### src/rtl/assert_macros.svh
// Assertion helpers; clk and rst must be visible where these are used.
`ifndef ASSERT_MACROS_SVH
`define ASSERT_MACROS_SVH

`ifndef SYNTHESIS

`define IAA_ASSERT(lbl, expr) \
  lbl: assert property (@(posedge clk) disable iff (rst) (expr)) \
    else $error("assertion failed");

`define IAA_ASSERT_NEXT(lbl, ante, cons) \
  lbl: assert property (@(posedge clk) disable iff (rst) (ante) |=> (cons)) \
    else $error("assertion failed");

`else

`define IAA_ASSERT(lbl, expr)
`define IAA_ASSERT_NEXT(lbl, ante, cons)

`endif

`endif

### src/rtl/iaa_pkg.sv
package iaa_pkg;

  localparam int IAA_WINDOW_MINUTES = 16;

  localparam int SAMPLE_W = 13;
  localparam int MINUTE_W = 32;
  localparam int COUNT_W  = 8;
  localparam int THRESH_W = 24;

  // request kinds carried in s_tuser[0]
  localparam logic REQ_SAMPLE = 1'b0;
  localparam logic REQ_TICK   = 1'b1;

  // register indexes (paddr[3:2])
  localparam logic [1:0] REG_ALERT_MINUTES  = 2'd0;
  localparam logic [1:0] REG_REPEAT_MINUTES = 2'd1;
  localparam logic [1:0] REG_THRESHOLD      = 2'd2;

  localparam logic [COUNT_W-1:0]  ALERT_RESET     = 8'd60;
  localparam logic [COUNT_W-1:0]  REPEAT_RESET    = 8'd60;
  localparam logic [THRESH_W-1:0] THRESHOLD_RESET = 24'd1000000;

  typedef logic [MINUTE_W-1:0] minute_t;

endpackage

### src/rtl/iaa_cell.sv
module iaa_cell
  import iaa_pkg::*;
(
  input  logic    clk,
  input  logic    rst,
  input  logic    shift,
  input  minute_t din,
  output minute_t dout
);

  minute_t value;

  always_ff @(posedge clk) begin
    if (rst) begin
      value <= '0;
    end else if (shift) begin
      value <= din;
    end
  end

  assign dout = value;

endmodule

### src/rtl/iaa_window.sv
module iaa_window
  import iaa_pkg::*;
#(
  parameter int WINDOW_MINUTES = IAA_WINDOW_MINUTES,
  localparam int TOTAL_W = MINUTE_W + $clog2(WINDOW_MINUTES + 1)
) (
  input  logic               clk,
  input  logic               rst,
  input  logic               shift,
  input  minute_t            minute_in,
  output logic [TOTAL_W-1:0] total_next
);

  minute_t             link [WINDOW_MINUTES+1];
  logic [TOTAL_W-1:0]  total;

  assign link[0] = minute_in;

  // newest minute enters cell 0, oldest falls out of the last cell
  for (genvar i = 0; i < WINDOW_MINUTES; i++) begin : g_cell
    iaa_cell u_cell (
      .clk  (clk),
      .rst  (rst),
      .shift(shift),
      .din  (link[i]),
      .dout (link[i+1])
    );
  end

  assign total_next = total - TOTAL_W'(link[WINDOW_MINUTES]) + TOTAL_W'(minute_in);

  always_ff @(posedge clk) begin
    if (rst) begin
      total <= '0;
    end else if (shift) begin
      total <= total_next;
    end
  end

endmodule

### src/rtl/accel_inactivity_alert.sv
// channel   dir  tdata                              tuser
// s_*       in   accel_x, accel_y, accel_z (40b)    req_type, first_of_batch
// m_*       out  alert_pulse, inactive_shown,       -
//                minutes_inactive (16b)
// apb       in   alert_minutes, repeat_minutes, active_level at 0x0/0x4/0x8
//
// One item per cycle unless the output stalls; its result is registered and shows in the cycle after accept.
// The whole update (window shift, running sum, compare, count) closes in the accept cycle.
// s_tready drops only while a result sits in the output register and m_tready is low.
// rst is synchronous: window cells, sums, counts and registers return to defaults.
module accel_inactivity_alert
  import iaa_pkg::*;
#(
  parameter int WINDOW_MINUTES = IAA_WINDOW_MINUTES
) (
  input  logic        clk,
  input  logic        rst,
  input  logic        s_tvalid,
  output logic        s_tready,
  input  logic [39:0] s_tdata,  // accel_x[12:0], accel_y[25:13], accel_z[38:26], 0
  input  logic [1:0]  s_tuser,  // req_type[0], first_of_batch[1]
  output logic        m_tvalid,
  input  logic        m_tready,
  output logic [15:0] m_tdata,  // alert_pulse[0], inactive_shown[1],
                                // minutes_inactive[9:2], 0
  input  logic        psel,
  input  logic        penable,
  input  logic        pwrite,
  input  logic [3:0]  paddr,
  input  logic [31:0] pwdata,
  output logic [31:0] prdata,
  output logic        pready
);

  `include "assert_macros.svh"

  localparam int TOTAL_W = MINUTE_W + $clog2(WINDOW_MINUTES + 1);
  localparam int DIFF_W  = SAMPLE_W + 1;
  localparam int ADD_W   = SAMPLE_W + 2;

  logic [COUNT_W-1:0]  alert_minutes;
  logic [COUNT_W-1:0]  repeat_minutes;
  logic [THRESH_W-1:0] active_level;

  logic signed [SAMPLE_W-1:0] prev [3];
  logic signed [SAMPLE_W-1:0] smp  [3];
  minute_t                    minute_total;
  minute_t                    minute_total_next;
  logic [COUNT_W-1:0]         inactive_count;
  logic [COUNT_W-1:0]         inactive_count_next;
  logic                       shown_flag;
  logic                       shown_flag_next;
  logic                       pulse_next;

  logic               accept;
  logic               is_tick;
  logic [TOTAL_W-1:0] total_next;
  logic [DIFF_W-1:0]  diff [3];
  logic [ADD_W-1:0]   add;
  logic [MINUTE_W:0]  sum_wide;
  logic [COUNT_W-1:0] count_inc;
  logic [COUNT_W-1:0] rep;
  logic               wr_en;

  // ---------------- configuration ----------------
  assign pready = 1'b1;
  assign wr_en  = psel && penable && pwrite && pready;

  always_ff @(posedge clk) begin
    if (rst) begin
      alert_minutes  <= ALERT_RESET;
      repeat_minutes <= REPEAT_RESET;
      active_level   <= THRESHOLD_RESET;
    end else if (wr_en) begin
      unique case (paddr[3:2])
        REG_ALERT_MINUTES:  alert_minutes  <= pwdata[COUNT_W-1:0];
        REG_REPEAT_MINUTES: repeat_minutes <= pwdata[COUNT_W-1:0];
        REG_THRESHOLD:      active_level   <= pwdata[THRESH_W-1:0];
        default: ;
      endcase
    end
  end

  always_comb begin
    unique case (paddr[3:2])
      REG_ALERT_MINUTES:  prdata = 32'(alert_minutes);
      REG_REPEAT_MINUTES: prdata = 32'(repeat_minutes);
      REG_THRESHOLD:      prdata = 32'(active_level);
      default:            prdata = '0;
    endcase
  end

  // ---------------- handshake ----------------
  assign s_tready = !m_tvalid || m_tready;
  assign accept   = s_tvalid && s_tready;
  assign is_tick  = (s_tuser[0] == REQ_TICK);

  assign smp[0] = s_tdata[12:0];
  assign smp[1] = s_tdata[25:13];
  assign smp[2] = s_tdata[38:26];

  // ---------------- motion accumulation ----------------
  always_comb begin
    for (int i = 0; i < 3; i++) begin
      diff[i] = DIFF_W'(smp[i]) - DIFF_W'(prev[i]);
      if (diff[i][DIFF_W-1]) begin
        diff[i] = -diff[i];
      end
    end
    add = ADD_W'(diff[0][SAMPLE_W-1:0]) + ADD_W'(diff[1][SAMPLE_W-1:0])
        + ADD_W'(diff[2][SAMPLE_W-1:0]);
    sum_wide = {1'b0, minute_total} + (MINUTE_W+1)'(add);
  end

  // ---------------- activity window ----------------
  iaa_window #(
    .WINDOW_MINUTES(WINDOW_MINUTES)
  ) u_window (
    .clk       (clk),
    .rst       (rst),
    .shift     (accept && is_tick),
    .minute_in (minute_total),
    .total_next(total_next)
  );

  // ---------------- inactivity count ----------------
  always_comb begin
    minute_total_next   = minute_total;
    inactive_count_next = inactive_count;
    shown_flag_next     = shown_flag;
    pulse_next          = 1'b0;
    count_inc = (inactive_count == '1) ? inactive_count : inactive_count + 1'b1;
    rep = (repeat_minutes < alert_minutes) ? repeat_minutes : alert_minutes;
    if (!is_tick) begin
      if (!s_tuser[1]) begin
        minute_total_next = sum_wide[MINUTE_W] ? '1 : sum_wide[MINUTE_W-1:0];
      end
    end else begin
      minute_total_next = '0;
      if (total_next >= TOTAL_W'(active_level)) begin
        inactive_count_next = '0;
        shown_flag_next     = 1'b0;
      end else begin
        inactive_count_next = count_inc;
        if (alert_minutes != '0 && count_inc >= alert_minutes) begin
          pulse_next          = 1'b1;
          inactive_count_next = alert_minutes - rep;
          shown_flag_next     = 1'b1;
        end
      end
    end
  end

  always_ff @(posedge clk) begin
    if (rst) begin
      prev[0]        <= '0;
      prev[1]        <= '0;
      prev[2]        <= '0;
      minute_total   <= '0;
      inactive_count <= '0;
      shown_flag     <= 1'b0;
    end else if (accept) begin
      if (!is_tick) begin
        prev[0] <= smp[0];
        prev[1] <= smp[1];
        prev[2] <= smp[2];
      end
      minute_total   <= minute_total_next;
      inactive_count <= inactive_count_next;
      shown_flag     <= shown_flag_next;
    end
  end

  // ---------------- result register ----------------
  always_ff @(posedge clk) begin
    if (rst) begin
      m_tvalid <= 1'b0;
    end else if (accept) begin
      m_tvalid <= 1'b1;
    end else if (m_tready) begin
      m_tvalid <= 1'b0;
    end
  end

  always_ff @(posedge clk) begin
    if (accept) begin
      m_tdata <= {6'b0, inactive_count_next, shown_flag_next, pulse_next};
    end
  end

  `IAA_ASSERT(a_pulse_shown, !(m_tvalid && m_tdata[0]) || m_tdata[1])
  `IAA_ASSERT_NEXT(a_accept_valid, accept, m_tvalid)
  `IAA_ASSERT_NEXT(a_tick_clears_minute, accept && is_tick, minute_total == '0)
  `IAA_ASSERT_NEXT(a_sample_keeps_count, accept && !is_tick, inactive_count == $past(inactive_count) && !m_tdata[0])

endmodule
### config.mk
export PLATFORM = sky130hd
export DESIGN_NAME = accel_inactivity_alert
export DESIGN_NICKNAME = d
export VERILOG_FILES = /design/src/rtl/iaa_pkg.sv /design/src/rtl/iaa_cell.sv /design/src/rtl/iaa_window.sv /design/src/rtl/accel_inactivity_alert.sv
export VERILOG_INCLUDE_DIRS = /design/src /design/src/rtl
export SDC_FILE = /design/constraint.sdc
export NUM_CORES = 1
export LEC_CHECK = 0
export BUFFER_PORTS_ARGS = -buffer_cell sky130_fd_sc_hd__buf_2
export CORE_MARGIN = 2
export CORE_UTILIZATION = 60
export DETAILED_ROUTE_END_ITERATION = 6
export PLACE_DENSITY = 0.78
export SKIP_CTS_REPAIR_TIMING = 1
export SLEW_MARGIN = 10
export SYNTH_ARGS = -nofsm -noshare
export SYNTH_HDL_FRONTEND = slang
export SYNTH_SLANG_ARGS = --single-unit
### constraint.sdc
create_clock -name clk -period 7.8 [get_ports clk]
set_input_delay 1.56 -clock clk [delete_from_list [all_inputs] [get_ports clk]]
set_output_delay 1.56 -clock clk [all_outputs]
set_load 0.05 [all_outputs]
==> flow_metrics.tcl, run 1 <==
set metrics [dict create \
    dieWidth_um 238.9 \
    ys_types 91 \
    finalPower_mw 14.21 \
    vias_per_cell 5.510 \
    synth_top_family_by_area "simple AND/OR/NAND/NOR gates" \
    top_layer "met4" \
    grt_pass1_vias 24620 \
    required_ns 8.27 \
    synthArstFlopShare_pct 0 \
    yosysSeqAreaShare_pct 42.61 \
    clkPwrFrac_pct 25.5 \
    fin_skew_ns 0.02711 \
    rr_worst_depth 23 \
    overflow 0 \
    fin_nets 4482 \
    critical_path_class "in2reg" \
    wl_met2_mm 33.21 \
    start_util_pct 60.43 \
    grt_max_degree 242 \
    cts_buffer_depth 3 \
    slowest_delay_ns 0.55 \
    crit_start "s_tdata[26]" \
    die_h_um 238.9 \
    track_usage_pct 25.35 \
    syn_inst 4219 \
    layout-drive-gt1-share_pct 6.753 \
    dr.first_iter.drc_count 2212 \
    grt_pass1_wl_mm 120.8 \
    place_ws_ns 0.1221 \
    timing.final.ws_setup_ns 0.6241 \
    setup_viol 0 \
    pin_count 136 \
    status "finished clean" \
    wl_per_cell_um 14.66 \
    vias 27300 \
    diodes 0 \
    drv_slew 0 \
    synth_edf_count 49 \
    portBuffers 109 \
    synth_simple_gate_area_share_pct 20.60 \
    dp_hpwl_mm 47.95 \
    synth_top_flop_cell "dfxtp_1" \
    ctsHtreeMaxLevel 3 \
    routed_wl_mm 72.64 \
    antenna_left 0 \
    synth_adder_area_share_pct 9.118 \
    seq_power_share_pct 26.3 \
    wl_met1_mm 34.14 \
    hold_violations 0 \
    drc 0 \
    clock_latency_ns 0.64 \
    timing.final.crit_share_pct 92.00 \
    cp-endpoint "minute_total[18]$_SDFFE_PP0P_" \
    row_count 86 \
    tns_ns 0 \
    cts_root_buffer "clkbuf_16" \
    cp.arrival_ns 7.64 \
    p_int_mw 8.340 \
    timing.fmax_ghz 0.1394 \
    cp_slowest_cell "fa_1" \
    routabilityCongestion 0.9576 \
    powerDensity_mw_per_mm2 389.7 \
    peakVddDrop_mv 0.2991 \
    fin_cells 4954 \
    synth_mux_area_share_pct 1.130 \
    power.leakage_nw 13.59 \
    layout_common_cells "nand2_1, a21oi_1, dfxtp_1" \
    synth-xor-area-share_pct 2.911 \
    period_minus_slack_ns 7.176 \
    rsz0062_at_grt "no" \
    min_path_type "reg2reg" \
    timing.slew.headroom_pct 29.41 \
    antenna_found_initial 0 \
    path_clk_slew_ns 0.06 \
    syn_area_mm2 0.03310 \
    core_area_mm2 0.05477 \
    cts.sinks 680 \
    cts_buffers 74 \
    synth-seq-cells 680 \
    dp_cells 4821 \
    tightest_slew_ns 1.059 \
    syn_area_per_cell_um2 7.845 \
    power_frac_comb_pct 48.2 \
    path_max_fanout 11 \
    die_area_mm2 0.05706 \
    reg2reg_slack_ns 0.85 \
    sw_frac_of_total_pct 41.31 \
    area_growth_pct 10.18 \
    start_kind "input port" \
    reg2reg_to "m_tdata[8]$_DFFE_PP_" \
    setup.worst_path.end_class "flop" \
    drtPass1Iterations 6 \
    wl_met3_mm 3.711 \
    r2r_start "minute_total[4]$_SDFFE_PP0P_" \
    maxCapViolCount 0 \
    synth_compound_gate_area_share_pct 17.00 \
    p_sw_mw 5.871 \
    final_common_cell "nand2_1" \
    yosys_warnings 0 \
    cts_tree "yes" \
]
[critical path, delay by kind of cell]
kind / cells / cell delay (ns)
AOI/OAI and AO/OA: 10 / 2.43
xor gates and xnor gates: 1 / 0.18
adders and majority gates: 5 / 1.98
buffers and inverters: 5 / 0.44
and+or+nand+nor: 5 / 1.05
[worst min-delay path by stage]
stage               depth (start not counted)                                               to                                       startpoint
floorplan                                   2                  u_window.total[28]$_SDFFE_PP0P_                  u_window.total[28]$_SDFFE_PP0P_
global route                                2  u_window.g_cell[9].u_cell.dout[12]$_SDFFE_PP0P_  u_window.g_cell[8].u_cell.dout[12]$_SDFFE_PP0P_
finish                                      2  u_window.g_cell[5].u_cell.dout[29]$_SDFFE_PP0P_  u_window.g_cell[4].u_cell.dout[29]$_SDFFE_PP0P_
global placement                            2   u_window.g_cell[8].u_cell.dout[0]$_SDFFE_PP0P_   u_window.g_cell[7].u_cell.dout[0]$_SDFFE_PP0P_
detailed placement                          2  u_window.g_cell[6].u_cell.dout[25]$_SDFFE_PP0P_  u_window.g_cell[5].u_cell.dout[25]$_SDFFE_PP0P_
CTS                                         2  u_window.g_cell[4].u_cell.dout[24]$_SDFFE_PP0P_  u_window.g_cell[3].u_cell.dout[24]$_SDFFE_PP0P_
[synth_stat cells (all sizes together), types with 11 or more instances]
library cell / count / share of area, %
nand2: 1251 / 14
a21oi: 669 / 10
dfxtp: 631 / 38
inv: 305 / 3.5
clkbuf: 224 / 2.5
ha: 142 / 5.4
o21ai: 112 / 1.7
nor2: 104 / 1.2
xnor2: 75 / 2.0
fa: 62 / 3.8
and2: 59 / 1.1
nand3: 51 / 0.82
edfxtp: 49 / 4.4
nor3: 40 / 0.65
xor2: 35 / 0.93
mux2i: 34 / 1.0
buf: 30 / 0.60
o211ai: 29 / 0.66
nor4: 26 / 0.51
a21o: 18 / 0.41
nor2b: 18 / 0.34
nand4: 17 / 0.37
a31oi: 16 / 0.30
and3: 16 / 0.30
nand2b: 16 / 0.30
o22ai: 15 / 0.28
o21a: 14 / 0.32
o21bai: 13 / 0.29
o31ai: 13 / 0.33
or3: 12 / 0.23
a211oi: 11 / 0.26
[metal layers]
metal  vias up  global-route usage (%)
met4         0                   6.742
met3       108                   3.533
met2       609                   40.46
met5         -                       0
met1     12710                   36.14
li1      13870                       -
[per-stage QoR]
| step | cell area, um^2 | utilization, % | hold slack (ns) |
|---|---|---|---|
| final | 36470 | 66.58 | 0.4413 |
| after CTS | 36470 | 66.58 | 0.4410 |
| after global placement | 33900 | 61.89 | 0.4366 |
| after floorplan | 33150 | - | 0.4319 |
| after global routing | 36470 | 66.58 | 0.4557 |
| after detailed placement | 33900 | 61.89 | 0.4409 |
[area by class of cell]
class,count,area [um^2]
tap,704,880.8
multi-input combinational,2993,16900
inverter,305,1145
clock inverter,31,491.7
timing repair buffer,139,868.3
fill,4629,18300
sequential,680,14100
clock buffer,102,2078
[sequential cells by signal, summed over array words and instances (netlist names), 8 cells and up]
name	count
u_window.total	37
u_window.g_cell.u_cell.dout	512
minute_total	32
m_tdata	10
alert_minutes	8
active_level	24
prev	39
inactive_count	8
repeat_minutes	8
[power groups by stage]
stage                     clock (mW)  combinational, mW  sequential (mW)
after global routing            3.83               7.65             3.75
after global placement             0               6.65             3.81
after detailed placement           0               6.71             3.82
after floorplan                    0               5.06             3.78
final                           3.62               6.85             3.74
after CTS                       3.68               6.75             3.74
[logic make-up (layout without fill, tap and decap cells)]
family,count (synthesis),count (layout)
muxes,37,37
adders and majority gates,204,204
DFF,680,680
xor gates and xnor gates,110,110
AOI/OAI and AO/OA,992,992
other,2,15
buffers and inverters,559,577
and+or+nand+nor,1635,1635
Note: power is estimated with default switching activity, not from simulation.
==> run 2: changes to the inputs <==
--- a/config.mk
+++ b/config.mk
@@ -11,6 +11,7 @@
 export CORE_UTILIZATION = 60
 export DETAILED_ROUTE_END_ITERATION = 6
 export PLACE_DENSITY = 0.78
+export RECOVER_POWER = 50
 export SKIP_CTS_REPAIR_TIMING = 1
 export SLEW_MARGIN = 10
 export SYNTH_ARGS = -nofsm -noshare
==> run 2 against run 1 <==
Effect of this change:
- the flow now finishes with violations (max-capacitance violations, max-slew violations)
- global-route usage unchanged
- sequential power barely moved
- design area decreased by 0.16%
- register-to-register slack improved by 0.02 ns
- hold slack got worse by 0.00085 ns
- power is 0.14% lower
- flip-flop and latch count did not move
- cell count is the same
- via count fell by 0.14%
- critical path depth did not move
- largest cell class unchanged
- largest power group unchanged
==> flow_metrics.tcl, run 2 (synthesized netlist as in run 1, its figures left out) <==
set metrics [dict create \
    status "finished, violations left" \
    violations "max-capacitance violations, max-slew violations" \
    wl_per_cell_um 14.66 \
    row_count 86 \
    portBuffers 109 \
    drc 0 \
    area_growth_pct 10.00 \
    path_max_fanout 14 \
    worst_hold_path.num_cells 2 \
    diodes 0 \
    fin_nets 4482 \
    grt_use_met1_pct 36.14 \
    path_clk_slew_ns 0.07 \
    pin_count 136 \
    setup.worst_path.end_class "flop" \
    layout_common_cells "nand2_1, a21oi_1, dfxtp_1" \
    timing.final.crit_share_pct 91.87 \
    start_util_pct 60.43 \
    cts_buffer_depth 3 \
    finalPower_mw 14.19 \
    maxCapViolCount 4 \
    dr.first_iter.drc_count 2198 \
    holdPathEnd "u_window.g_cell[4].u_cell.dout[24]$_SDFFE_PP0P_" \
    power.leakage_nw 13.47 \
    cts_buffers 74 \
    overflow 0 \
    required_ns 8.11 \
    top_usage_layer "met2" \
    tightest_slew_ns 4.639 \
    peakVddDrop_mv 0.3004 \
    cts.sinks 680 \
    routed_wl_mm 72.62 \
    reg2reg_to "m_tdata[8]$_DFFE_PP_" \
    grt_max_degree 242 \
    timing.fmax_ghz 0.1396 \
    timing.slew.headroom_pct -209.3 \
    routabilityCongestion 0.9576 \
    dieWidth_um 238.9 \
    antenna_left 0 \
    die_h_um 238.9 \
    rr_worst_depth 23 \
    period_minus_slack_ns 7.166 \
    hp-start "u_window.g_cell[3].u_cell.dout[24]$_SDFFE_PP0P_" \
    fin_skew_ns 0.02666 \
    start_kind "input port" \
    final_common_cell "nand2_1" \
    vias 27260 \
    min_path_type "reg2reg" \
    powerDensity_mw_per_mm2 389.8 \
    rsz0062_at_grt "no" \
    nFillCells 4653 \
    critical_path_class "in2reg" \
    cts_tree "yes" \
    tns_ns 0 \
    die_area_mm2 0.05706 \
    core_area_mm2 0.05477 \
    cp.arrival_ns 7.47 \
    largest_register_ff_count 512 \
    clock_latency_ns 0.64 \
    grtUsageMet3_pct 3.533 \
    vias_per_cell 5.502 \
    reg2reg_slack_ns 0.87 \
    grt_pass1_wl_mm 120.8 \
    dp_hpwl_mm 47.95 \
    antenna_found_initial 0 \
    hold_violations 0 \
    drv_slew 331 \
    setup_viol 0 \
    layout-drive-gt1-share_pct 6.141 \
    ctsHtreeMaxLevel 3 \
    track_usage_pct 25.35 \
    r2r_start "minute_total[4]$_SDFFE_PP0P_" \
    cts_root_buffer "clkbuf_16" \
    drtPass1Iterations 5 \
    grt_pass1_vias 24620 \
    crit_start "s_tdata[26]" \
    gr-usage-met2_pct 40.46 \
]
## run 2: worst max-delay path, cell delays in order
cell,delay (ns)
buf_2,0.07
inv_1,0.05
ha_1,0.22
fa_1,0.40
nor2b_1,0.13
o21ai_1,0.09
a21boi_0,0.34
o21ai_0,0.17
a211oi_1,0.31
nand4_1,0.22
or3_1,0.39
a221o_1,0.32
xnor2_1,0.18
fa_1,0.53
inv_1,0.06
fa_1,0.55
inv_1,0.04
ha_1,0.29
and3_1,0.21
a31oi_1,0.17
o21ai_0,0.12
o21a_1,0.27
o2111a_1,0.27
buf_4,0.19
o21ai_0,0.20
a21oi_1,0.09
## run 2: layout make-up
class	instances	area [um^2]	area share, %
multi-input cells	2993	16900	46.42
flip-flops and latches	680	14100	38.74
clock buffers	102	2078	5.708
inverters	305	1145	3.145
well taps	704	880.8	2.419
repair buffers	139	808.3	2.220
clock inverters	31	491.7	1.351
## run 2: how the worst max path moves through the flow
| stage | endpoint | depth (start not counted) |
|---|---|---|
| finish | minute_total[4]$_SDFFE_PP0P_ | 26 |
| global placement | minute_total[30]$_SDFFE_PP0P_ | 26 |
| global route | minute_total[2]$_SDFFE_PP0P_ | 26 |
| floorplan | minute_total[18]$_SDFFE_PP0P_ | 25 |
| CTS | minute_total[18]$_SDFFE_PP0P_ | 26 |
| detailed placement | minute_total[18]$_SDFFE_PP0P_ | 26 |
## run 2: per-layer routing
| metal | vias up | routed length [um] | part of all wire, % |
|---|---|---|---|
| met5 | - | 0 | 0 |
| met4 | 0 | 1558 | 2.1 |
| met3 | 114 | 3591 | 4.9 |
| met2 | 590 | 33310 | 46 |
| met1 | 12690 | 34170 | 47 |
| li1 | 13860 | - | - |
## run 2: where the power goes
group / total (mW) / internal, mW / switching (mW)
clock network: 3.62 / 2.14 / 1.48
logic: 6.83 / 2.57 / 4.26
registers: 3.74 / 3.64 / 0.105
total: 14.2 / 8.34 / 5.85
## run 2: metrics by stage
| step | area, um^2 | hold slack [ns] | cells | worst slack [ns] | utilization [%] |
|---|---|---|---|---|---|
| 6_report | 36410 | 0.4405 | 4954 | 0.6341 | 66.47 |
| 2_1_floorplan | 33150 | 0.4319 | 4232 | 0.7461 | - |
| 5_1_grt | 36410 | 0.4557 | 4954 | 0.1249 | 66.47 |
| 3_5_place_dp | 33900 | 0.4409 | 4821 | 0.1221 | 61.89 |
| 3_3_place_gp | 33900 | 0.4366 | 4821 | 0.1385 | 61.89 |
| 4_1_cts | 36470 | 0.4410 | 4954 | 0.7302 | 66.58 |
